===== config.mk =====
export PLATFORM = sky130hd
export DESIGN_NAME = suffixed_integer_text_parser_unit
export DESIGN_NICKNAME = d
export VERILOG_FILES = /design/src/sv/sitp_pkg.sv /design/src/sv/suffixed_integer_text_parser_unit.sv /design/src/sv/sitp_ctrl.sv /design/src/sv/sitp_dpath.sv
export SDC_FILE = /design/constraint.sdc
export NUM_CORES = 2
export LEC_CHECK = 0
export ABC_AREA = 1
export BUFFER_PORTS_ARGS = -buffer_cell sky130_fd_sc_hd__buf_2
export CORE_AREA = 3 3 331 301
export DETAILED_ROUTE_END_ITERATION = 7
export DIE_AREA = 0 0 334 304
export PLACE_DENSITY_LB_ADDON = 0.15
export SLEW_MARGIN = 20
export SYNTH_ARGS = -nofsm -noshare
export SYNTH_HDL_FRONTEND = slang
export SYNTH_SLANG_ARGS = --single-unit

===== constraint.sdc =====
create_clock -name clk_i -period 6.3 [get_ports clk_i]
set_input_delay 0 -clock clk_i [delete_from_list [all_inputs] [get_ports clk_i]]
set_output_delay 0 -clock clk_i [all_outputs]
set_load 0.03 [all_outputs]

===== src/sv/sitp_pkg.sv =====
// ----------------------------------------------------------------------------
// sitp_pkg
// Shared types and constants of the suffixed integer text parser.
// ----------------------------------------------------------------------------
`default_nettype none

package sitp_pkg;

  // configuration register indexes
  localparam logic CfgScaleBase    = 1'b0;
  localparam logic CfgUnsignedMode = 1'b1;

  localparam int unsigned ValueW     = 64;
  localparam int unsigned ScaleBaseW = 16;
  localparam int unsigned ExpW       = 2;

  localparam logic [ScaleBaseW-1:0] ScaleBaseReset    = 16'd1024;
  localparam logic                  UnsignedModeReset = 1'b0;

  // commands from the controller to the datapath
  typedef struct packed {
    logic byte_step;   // parse one accepted word
    logic finish;      // convert the parse state, load the scale count, clear
    logic scale_step;  // one multiply by the scale base
  } cmd_t;

  // status from the datapath to the controller
  typedef struct packed {
    logic scale_done;  // no multiply left
  } sts_t;

endpackage

`default_nettype wire


===== src/sv/suffixed_integer_text_parser_unit.sv =====
// ----------------------------------------------------------------------------
// suffixed_integer_text_parser_unit
// Parses number text, one character per word, into a scaled 64-bit integer.
// ----------------------------------------------------------------------------
// Input channel: in_valid_i / in_stall_o carry text_byte_i and last_byte_i.
// A word is taken on a rising edge with valid high and stall low. Words that
// do not close a string are taken one per cycle. The word with last_byte_i
// set closes the string; the block then converts the parse state,
// multiplies by the scale base once per suffix step (zero to three times,
// none for hex, one 64 x 16 multiplier) and checks the count. The result
// then appears on value_o with out_valid_o. The input stalls during that
// sequence, and a closing word also stalls while an earlier result still
// waits in the output register.
// Output channel: out_valid_o / out_stall_i; value_o holds while stalled.
// Configuration: cfg_valid_i / cfg_ready_o (always ready), cfg_index_i
// selects scale base (0) or unsigned mode (1), cfg_data_i is the value.
// Write it only while the block is idle.
// Reset clears parse state and restores scale base 1024, signed mode.
// ----------------------------------------------------------------------------
`default_nettype none

module suffixed_integer_text_parser_unit (
  input  wire logic                            clk_i,
  input  wire logic                            rst_ni,
  input  wire logic                            in_valid_i,
  output logic                                 in_stall_o,
  input  wire logic [7:0]                      text_byte_i,
  input  wire logic                            last_byte_i,
  output logic                                 out_valid_o,
  input  wire logic                            out_stall_i,
  output logic [sitp_pkg::ValueW-1:0]          value_o,
  input  wire logic                            cfg_valid_i,
  output logic                                 cfg_ready_o,
  input  wire logic                            cfg_index_i,
  input  wire logic [sitp_pkg::ScaleBaseW-1:0] cfg_data_i
);

  sitp_pkg::cmd_t cmd;
  sitp_pkg::sts_t sts;

  assign cfg_ready_o = 1'b1;

  sitp_ctrl u_ctrl (
    .clk_i       (clk_i),
    .rst_ni      (rst_ni),
    .in_valid_i  (in_valid_i),
    .in_stall_o  (in_stall_o),
    .last_byte_i (last_byte_i),
    .out_valid_o (out_valid_o),
    .out_stall_i (out_stall_i),
    .cmd_o       (cmd),
    .sts_i       (sts)
  );

  sitp_dpath u_dpath (
    .clk_i       (clk_i),
    .rst_ni      (rst_ni),
    .cmd_i       (cmd),
    .sts_o       (sts),
    .text_byte_i (text_byte_i),
    .cfg_we_i    (cfg_valid_i && cfg_ready_o),
    .cfg_index_i (cfg_index_i),
    .cfg_data_i  (cfg_data_i),
    .value_o     (value_o)
  );

endmodule

`default_nettype wire


===== src/sv/sitp_ctrl.sv =====
// ----------------------------------------------------------------------------
// sitp_ctrl
// Controller: input and output handshakes and the finish / scale sequence.
// ----------------------------------------------------------------------------
`default_nettype none

module sitp_ctrl (
  input  wire logic          clk_i,
  input  wire logic          rst_ni,
  input  wire logic          in_valid_i,
  output logic               in_stall_o,
  input  wire logic          last_byte_i,
  output logic               out_valid_o,
  input  wire logic          out_stall_i,
  output sitp_pkg::cmd_t     cmd_o,
  input  wire sitp_pkg::sts_t sts_i
);

  localparam logic [1:0] StIdle  = 2'd0;
  localparam logic [1:0] StFin   = 2'd1;
  localparam logic [1:0] StScale = 2'd2;

  logic [1:0] state_q, state_d;
  logic       out_valid_q, out_valid_d;
  logic       in_accept;

  assign in_stall_o = (state_q != StIdle) || (last_byte_i && out_valid_q);
  assign in_accept  = in_valid_i && !in_stall_o;
  assign out_valid_o = out_valid_q;

  always_comb begin
    state_d     = state_q;
    out_valid_d = out_valid_q;
    cmd_o       = '0;
    if (out_valid_q && !out_stall_i) begin
      out_valid_d = 1'b0;
    end
    unique case (state_q)
      StIdle: begin
        if (in_accept) begin
          cmd_o.byte_step = 1'b1;
          if (last_byte_i) begin
            state_d = StFin;
          end
        end
      end
      StFin: begin
        cmd_o.finish = 1'b1;
        state_d      = StScale;
      end
      StScale: begin
        if (sts_i.scale_done) begin
          out_valid_d = 1'b1;
          state_d     = StIdle;
        end else begin
          cmd_o.scale_step = 1'b1;
        end
      end
      default: begin
        state_d = StIdle;
      end
    endcase
  end

  always_ff @(posedge clk_i or negedge rst_ni) begin
    if (!rst_ni) begin
      state_q     <= StIdle;
      out_valid_q <= 1'b0;
    end else begin
      state_q     <= state_d;
      out_valid_q <= out_valid_d;
    end
  end

  // a finished string always goes on to the scale sequence
  assert property (@(posedge clk_i) disable iff (!rst_ni)
    state_q == StFin |=> state_q == StScale)
    else $error("finish not followed by scaling");

  // a new result only appears at the end of the scale sequence
  assert property (@(posedge clk_i) disable iff (!rst_ni)
    $rose(out_valid_q) |-> $past(state_q) == StScale)
    else $error("result raised outside scaling");

  // the closing word of a string is never taken while a result is pending
  assert property (@(posedge clk_i) disable iff (!rst_ni)
    in_accept && last_byte_i |-> !out_valid_q)
    else $error("string closed over a pending result");

  // the datapath never multiplies and converts in the same cycle
  assert property (@(posedge clk_i) disable iff (!rst_ni)
    !(cmd_o.finish && (cmd_o.scale_step || cmd_o.byte_step)))
    else $error("conflicting datapath commands");

endmodule

`default_nettype wire


===== src/sv/sitp_dpath.sv =====
// ----------------------------------------------------------------------------
// sitp_dpath
// Datapath: character scan, accumulator, conversion and suffix scaling.
// ----------------------------------------------------------------------------
`default_nettype none

module sitp_dpath (
  input  wire logic                                clk_i,
  input  wire logic                                rst_ni,
  input  wire sitp_pkg::cmd_t                      cmd_i,
  output sitp_pkg::sts_t                           sts_o,
  input  wire logic [7:0]                          text_byte_i,
  input  wire logic                                cfg_we_i,
  input  wire logic                                cfg_index_i,
  input  wire logic [sitp_pkg::ScaleBaseW-1:0]     cfg_data_i,
  output logic [sitp_pkg::ValueW-1:0]              value_o
);

  localparam logic [2:0] NpWs     = 3'd0;
  localparam logic [2:0] NpSign   = 3'd1;
  localparam logic [2:0] NpZero   = 3'd2;
  localparam logic [2:0] NpHexPfx = 3'd3;
  localparam logic [2:0] NpDigits = 3'd4;
  localparam logic [2:0] NpDone   = 3'd5;

  localparam logic [1:0] RadixDec = 2'd0;
  localparam logic [1:0] RadixOct = 2'd1;
  localparam logic [1:0] RadixHex = 2'd2;

  localparam logic [1:0] SpWs     = 2'd0;
  localparam logic [1:0] SpSigns  = 2'd1;
  localparam logic [1:0] SpDigits = 2'd2;
  localparam logic [1:0] SpDone   = 2'd3;

  localparam logic [4:0] DigitNone = 5'd16;

  localparam int unsigned VW = sitp_pkg::ValueW;

  // configuration registers
  logic [sitp_pkg::ScaleBaseW-1:0] scale_base_q;
  logic                            unsigned_mode_q;

  // parse state
  logic [2:0]    np_q, np_d;
  logic [VW-1:0] acc_q, acc_d;
  logic          neg_q, neg_d;
  logic [1:0]    radix_q, radix_d;
  logic          ovf_q, ovf_d;
  logic [1:0]    sp_q, sp_d;
  logic [sitp_pkg::ExpW-1:0] exp_q, exp_d;
  logic          ended_q, ended_d;

  // result and scale count
  logic [VW-1:0] out_q;
  logic [sitp_pkg::ExpW-1:0] cnt_q;

  logic [7:0]    c;
  logic          c_space;
  logic          c_dec;
  logic          c_sign_sfx;
  logic [4:0]    dval;
  logic [4:0]    dlim;
  logic          add_en;
  logic [1:0]    add_radix;
  logic          first_digit;
  logic [VW+3:0] add_prod;
  logic [VW+3:0] add_sum;
  logic [VW-1:0] conv_value;
  logic [VW-1:0] scale_prod;

  assign c       = text_byte_i;
  assign c_space = (c == 8'd32) || (c >= 8'd9 && c <= 8'd13);
  assign c_dec   = (c >= "0") && (c <= "9");
  assign c_sign_sfx = (c == "+") || (c == "-" && !unsigned_mode_q);

  always_comb begin
    if (c_dec) begin
      dval = 5'(c - "0");
    end else if (c >= "a" && c <= "f") begin
      dval = 5'(c - "a" + 8'd10);
    end else if (c >= "A" && c <= "F") begin
      dval = 5'(c - "A" + 8'd10);
    end else begin
      dval = DigitNone;
    end
  end

  assign dlim = (radix_q == RadixHex) ? 5'd16 : (radix_q == RadixOct) ? 5'd8 : 5'd10;

  // accumulator times radix plus digit, four guard bits catch overflow
  always_comb begin
    unique case (add_radix)
      RadixHex: add_prod = {acc_q, 4'b0};
      RadixOct: add_prod = {1'b0, acc_q, 3'b0};
      default:  add_prod = {3'b0, acc_q, 1'b0} + {1'b0, acc_q, 3'b0};
    endcase
    add_sum = add_prod + {{(VW-1){1'b0}}, dval};
  end

  always_comb begin
    np_d        = np_q;
    acc_d       = acc_q;
    neg_d       = neg_q;
    radix_d     = radix_q;
    ovf_d       = ovf_q;
    sp_d        = sp_q;
    exp_d       = exp_q;
    ended_d     = ended_q;
    add_en      = 1'b0;
    add_radix   = RadixDec;
    first_digit = 1'b0;

    if (!ended_q) begin
      if (c == 8'd0) begin
        ended_d = 1'b1;
      end else begin
        // number scan
        unique case (np_q)
          NpWs: begin
            if (c_space) begin
              np_d = np_q;
            end else if (c == "+" || c == "-") begin
              neg_d = (c == "-");
              np_d  = NpSign;
            end else begin
              first_digit = 1'b1;
            end
          end
          NpSign: begin
            first_digit = 1'b1;
          end
          NpZero: begin
            if (c == "x" || c == "X") begin
              radix_d = RadixHex;
              np_d    = NpHexPfx;
            end else if (dval < 5'd8) begin
              add_en    = 1'b1;
              add_radix = RadixOct;
              np_d      = NpDigits;
            end else begin
              np_d = NpDone;
            end
          end
          NpHexPfx: begin
            if (!dval[4]) begin
              add_en    = 1'b1;
              add_radix = RadixHex;
              np_d      = NpDigits;
            end else begin
              np_d = NpDone;
            end
          end
          NpDigits: begin
            if (dval < dlim) begin
              add_en    = 1'b1;
              add_radix = radix_q;
            end else begin
              np_d = NpDone;
            end
          end
          default: begin
            np_d = NpDone;
          end
        endcase

        if (first_digit) begin
          if (c == "0") begin
            radix_d = RadixOct;
            np_d    = NpZero;
          end else if (c_dec) begin
            radix_d   = RadixDec;
            add_en    = 1'b1;
            add_radix = RadixDec;
            np_d      = NpDigits;
          end else begin
            np_d = NpDone;
          end
        end

        if (add_en && !ovf_q) begin
          if (add_sum[VW+3:VW] != 4'd0) begin
            ovf_d = 1'b1;
          end else begin
            acc_d = add_sum[VW-1:0];
          end
        end

        // suffix scan
        priority if (sp_q == SpDone) begin
          sp_d = sp_q;
        end else if (sp_q == SpWs && c_space) begin
          sp_d = sp_q;
        end else if (sp_q != SpDigits && c_sign_sfx) begin
          sp_d = SpSigns;
        end else if (c_dec) begin
          sp_d = SpDigits;
        end else begin
          if (c == "k" || c == "K") begin
            exp_d = 2'd1;
          end else if (c == "m" || c == "M") begin
            exp_d = 2'd2;
          end else if (c == "g" || c == "G" || c == "b" || c == "B") begin
            exp_d = 2'd3;
          end
          sp_d = SpDone;
        end
      end
    end
  end

  // conversion of the magnitude by sign and mode, saturating except for negative values in unsigned mode, which wrap
  always_comb begin
    if (unsigned_mode_q) begin
      if (ovf_q) begin
        conv_value = '1;
      end else if (neg_q) begin
        conv_value = '0 - acc_q;
      end else begin
        conv_value = acc_q;
      end
    end else if (neg_q) begin
      if (ovf_q || (acc_q[VW-1] && acc_q[VW-2:0] != '0)) begin
        conv_value = {1'b1, {(VW-1){1'b0}}};
      end else begin
        conv_value = '0 - acc_q;
      end
    end else begin
      if (ovf_q || acc_q[VW-1]) begin
        conv_value = {1'b0, {(VW-1){1'b1}}};
      end else begin
        conv_value = acc_q;
      end
    end
  end

  // 64 x 16 multiply, wraps modulo 2^64
  assign scale_prod = out_q * {{(VW-sitp_pkg::ScaleBaseW){1'b0}}, scale_base_q};

  always_ff @(posedge clk_i or negedge rst_ni) begin
    if (!rst_ni) begin
      scale_base_q    <= sitp_pkg::ScaleBaseReset;
      unsigned_mode_q <= sitp_pkg::UnsignedModeReset;
    end else if (cfg_we_i) begin
      unique case (cfg_index_i)
        sitp_pkg::CfgScaleBase:    scale_base_q    <= cfg_data_i;
        sitp_pkg::CfgUnsignedMode: unsigned_mode_q <= cfg_data_i[0];
        default: begin
        end
      endcase
    end
  end

  always_ff @(posedge clk_i or negedge rst_ni) begin
    if (!rst_ni) begin
      np_q    <= NpWs;
      acc_q   <= '0;
      neg_q   <= 1'b0;
      radix_q <= RadixDec;
      ovf_q   <= 1'b0;
      sp_q    <= SpWs;
      exp_q   <= '0;
      ended_q <= 1'b0;
      cnt_q   <= '0;
    end else if (cmd_i.finish) begin
      np_q    <= NpWs;
      acc_q   <= '0;
      neg_q   <= 1'b0;
      radix_q <= RadixDec;
      ovf_q   <= 1'b0;
      sp_q    <= SpWs;
      exp_q   <= '0;
      ended_q <= 1'b0;
      cnt_q   <= (radix_q == RadixHex) ? '0 : exp_q;
    end else if (cmd_i.byte_step) begin
      np_q    <= np_d;
      acc_q   <= acc_d;
      neg_q   <= neg_d;
      radix_q <= radix_d;
      ovf_q   <= ovf_d;
      sp_q    <= sp_d;
      exp_q   <= exp_d;
      ended_q <= ended_d;
    end else if (cmd_i.scale_step) begin
      cnt_q <= cnt_q - 2'd1;
    end
  end

  always_ff @(posedge clk_i) begin
    if (cmd_i.finish) begin
      out_q <= conv_value;
    end else if (cmd_i.scale_step) begin
      out_q <= scale_prod;
    end
  end

  assign sts_o.scale_done = (cnt_q == '0);
  assign value_o          = out_q;

endmodule

`default_nettype wire

==> impl_metrics.py <==
metrics = {
    "worst_setup_path": {
        "r2r_start": "u_dpath.scale_base_q[1]",
        "slowest_delay_ns": 0.55,
        "r2r_slack_ns": -0.11,
        "cp_max_fo": 9,
        "r2r_cells": 28,
        "critPathRequiredTime_ns": 6.54,
        "cp_slowest_cell": "fa_1",
        "crit_top_cell": "nand2_1",
        "r2r_end": "u_dpath.value_o[62]",
        "worstSetupPathType": "flip-flop to flip-flop",
        "crit_start": "u_dpath.scale_base_q[1]",
        "startpoint_type": "flip-flop",
        "critPathArrivalTime_ns": 6.65,
        "worst_setup_path_end_kind": "flip-flop",
    },
    "logic_synthesis": {
        "async_flop_share": 0.605,
        "post_synth.cell_area_avg_um2": 6.86,
        "syn-num-nets": 7973,
        "yosysTopAreaCell": "fa_1",
        "ys_ff_latch": 162,
        "syn_area_um2": 48100,
        "synth_edf_count": 64,
        "synth.area.top_cells": "fa_1 (31%), nand2_1 (17%), inv_1 (12%)",
        "yosysSeqAreaShare": 0.0910,
        "synth_ff_type": "dfrtp_1",
        "synth.distinct_cells": 67,
        "synth_top_area_frac": 0.314,
        "synth_cells": 7014,
        "yosys_warnings": 0,
    },
    "worst_hold_path": {
        "hp-class": "input port to flip-flop",
        "min_path_cells": 5,
        "hold_start": "text_byte_i[3]",
        "min_to": "u_dpath.neg_q",
    },
    "sta": {
        "setup_viol": 12,
        "worstMarginPinSlew_ns": 1.10,
        "fin_skew_ns": 0.0272,
        "finalHoldViolCount": 0,
        "max-slew-margin-rel": 0.266,
        "fin_crit_ns": 6.41,
        "timing.final.crit_share": 1.02,
        "setup_ws_ns": -0.105,
        "fmax_mhz": 156,
        "rsz0062_at_grt": "yes",
        "drv_slew": 0,
    },
    "run_status": {
        "outcome": "finished with violations",
        "violations": "negative setup slack",
    },
    "floorplanning": {
        "ios": 98,
        "fp.coreArea_um2": 96200,
        "fp.dieH_um": 304,
        "dieArea_um2": 102000,
        "die_w_um": 334,
        "num_rows": 108,
        "start_util": 0.500,
    },
    "layout": {
        "multi_input_area_um2": 38000,
        "seq_area_um2": 4400,
        "drive_above_1_share": 0.175,
        "layout_common_cells": "nand2_1 (2,103), inv_1 (1,497), fa_1 (734), buf_4 (515), nor2_1 (371)",
        "mostFrequentLayoutCell": "nand2_1",
        "instances_no_fill": 8699,
        "area_growth_pct": 18.1,
        "nets": 8380,
        "fill_cells": 9320,
        "diodes": 0,
    },
    "route": {
        "initialDrtViolationCount": 4490,
        "ant_nets": 0,
        "vias_per_cell": 5.43,
        "drc": 0,
        "vias": 47200,
        "wire_per_inst_um": 21.2,
        "routed_wl_mm": 185,
        "dr.pass1.iters": 7,
    },
    "clocking": {
        "cts_tree": "done",
        "clk_path_buf_depth": 2,
        "cts_sinks": 162,
        "clkSlewWorstSetupHoldPaths_ns": 0.07,
        "cts_made_buffers": 17,
        "clk_latency_ns": 0.52,
        "h-tree-depth": 4,
        "root_buffer": "clkbuf_16",
    },
    "place": {
        "dp_hpwl_mm": 151,
        "placed_cells": 8574,
        "io_buffers": 96,
        "gp_congestion": 1.02,
    },
    "global_routing": {
        "grtUsageTotal": 0.359,
        "grt_first_pass_wirelength_mm": 279,
        "grt_max_degree": 75,
        "antenna_found_initial": 3,
        "grt_pass1_vias": 46100,
        "grt-ovfl-total": 0,
    },
    "run": {
        "max_cap_viol_count": 0,
    },
}
-- final cells by class --
| cell class | instances | share of cell area |
|---|---|---|
| Multi-Input combinational cell | 4940 | 0.669 |
| Tap cell | 1265 | 0.0279 |
| Inverter | 1567 | 0.104 |
| Sequential cell | 162 | 0.0775 |
| Clock buffer | 21 | 0.00828 |
| Timing Repair Buffer | 733 | 0.113 |
| Clock inverter | 11 | 0.00154 |
-- how the worst max path moves through the flow --
stage	endpoint	cells past startpoint
floorplan	u_dpath.value_o[29]	27
global placement	u_dpath.value_o[46]	26
detailed placement	u_dpath.value_o[46]	25
CTS	u_dpath.value_o[62]	30
global route	u_dpath.value_o[62]	30
finish	u_dpath.value_o[62]	28
-- synth_stat cells, types with 36 or more instances --
library cell,count
nand2_1,2141
inv_1,1525
fa_1,754
nor2_1,400
clkbuf_1,268
a21oi_1,236
nand3_1,236
o21ai_0,193
ha_1,174
nand4_1,127
xor2_1,118
dfrtp_1,97
nand3_2,88
edfxtp_1,64
nor3_1,53
a31oi_1,52
nand2_2,46
nor4_1,41
buf_2,40
inv_2,36
xnor2_1,36
-- metrics by stage --
stage               setup slack (ns)  TNS [ns]  cell area, um^2  hold WS [ns]   util
floorplan                    0.00137         0            48100        -0.296      -
global placement              -0.394     -4.68            53600         0.129  0.557
detailed placement            -0.386     -5.91            53600         0.125  0.557
CTS                          -0.0552    -0.315            55300       0.00162  0.575
global route                  -0.320     -4.27            56800        0.0784  0.590
finish                        -0.105    -0.645            56800        0.0399  0.590
-- critical path, delay by kind of cell, from the launching register on --
kind                     cells  cell delay [ns]
AO/OA/AOI/OAI                1             0.21
AND/OR/NAND/NOR             12             1.28
flip-flops                   1             0.38
buffers and inverters        8             0.89
adder cells (fa/ha/maj)      7             3.40
-- state kept, by name, summed over array words and instances (netlist names) --
signal	cells
u_dpath.exp_q	2
u_dpath.cnt_q	2
u_dpath.radix_q	2
u_ctrl.out_valid_o	1
u_dpath.ovf_q	1
u_dpath.np_q	3
u_dpath.neg_q	1
u_dpath.scale_base_q	16
u_dpath.unsigned_mode_q	1
u_ctrl.state_q	2
u_dpath.value_o	64
u_dpath.ended_q	1
u_dpath.acc_q	64
u_dpath.sp_q	2
-- cells by family (layout without fill, tap and decap cells) --
| logic type | Yosys count | after routing | synth area share |
|---|---|---|---|
| AO/OA/AOI/OAI | 607 | 607 | 0.0722 |
| AND/OR/NAND/NOR | 3235 | 3235 | 0.294 |
| other | 1 | 1 | 0.0000780 |
| flip-flops | 162 | 162 | 0.0910 |
| buffers and inverters | 1912 | 2332 | 0.152 |
| multiplexers | 15 | 15 | 0.00351 |
| adder cells (fa/ha/maj) | 928 | 928 | 0.359 |
| XOR/XNOR | 154 | 154 | 0.0280 |
-- layer usage --
metal  wire length [um]  global-route usage  part of all wire  vias to the layer above
met1              80900               0.521              0.44                    23100
met2              81100               0.553              0.44                     1911
met3              17600              0.0734             0.095                      272
met4               5250              0.0831             0.028                        2
met5                 13                   0          0.000070                        -
li1                   -                   -                 -                    21900
-- repair_timing --
action,in CTS,in global routing
setup buffers,26,32
pin swaps,58,90
endpoints found under the setup margin,37,107
hold buffers,25,0
cloned,2,9
resized for setup,146,239
hold endpoints to repair,65,0
Power is left out: the tool's default activity adds up to more than one toggle a clock period on the data nets, which glitch-free logic cannot reach.
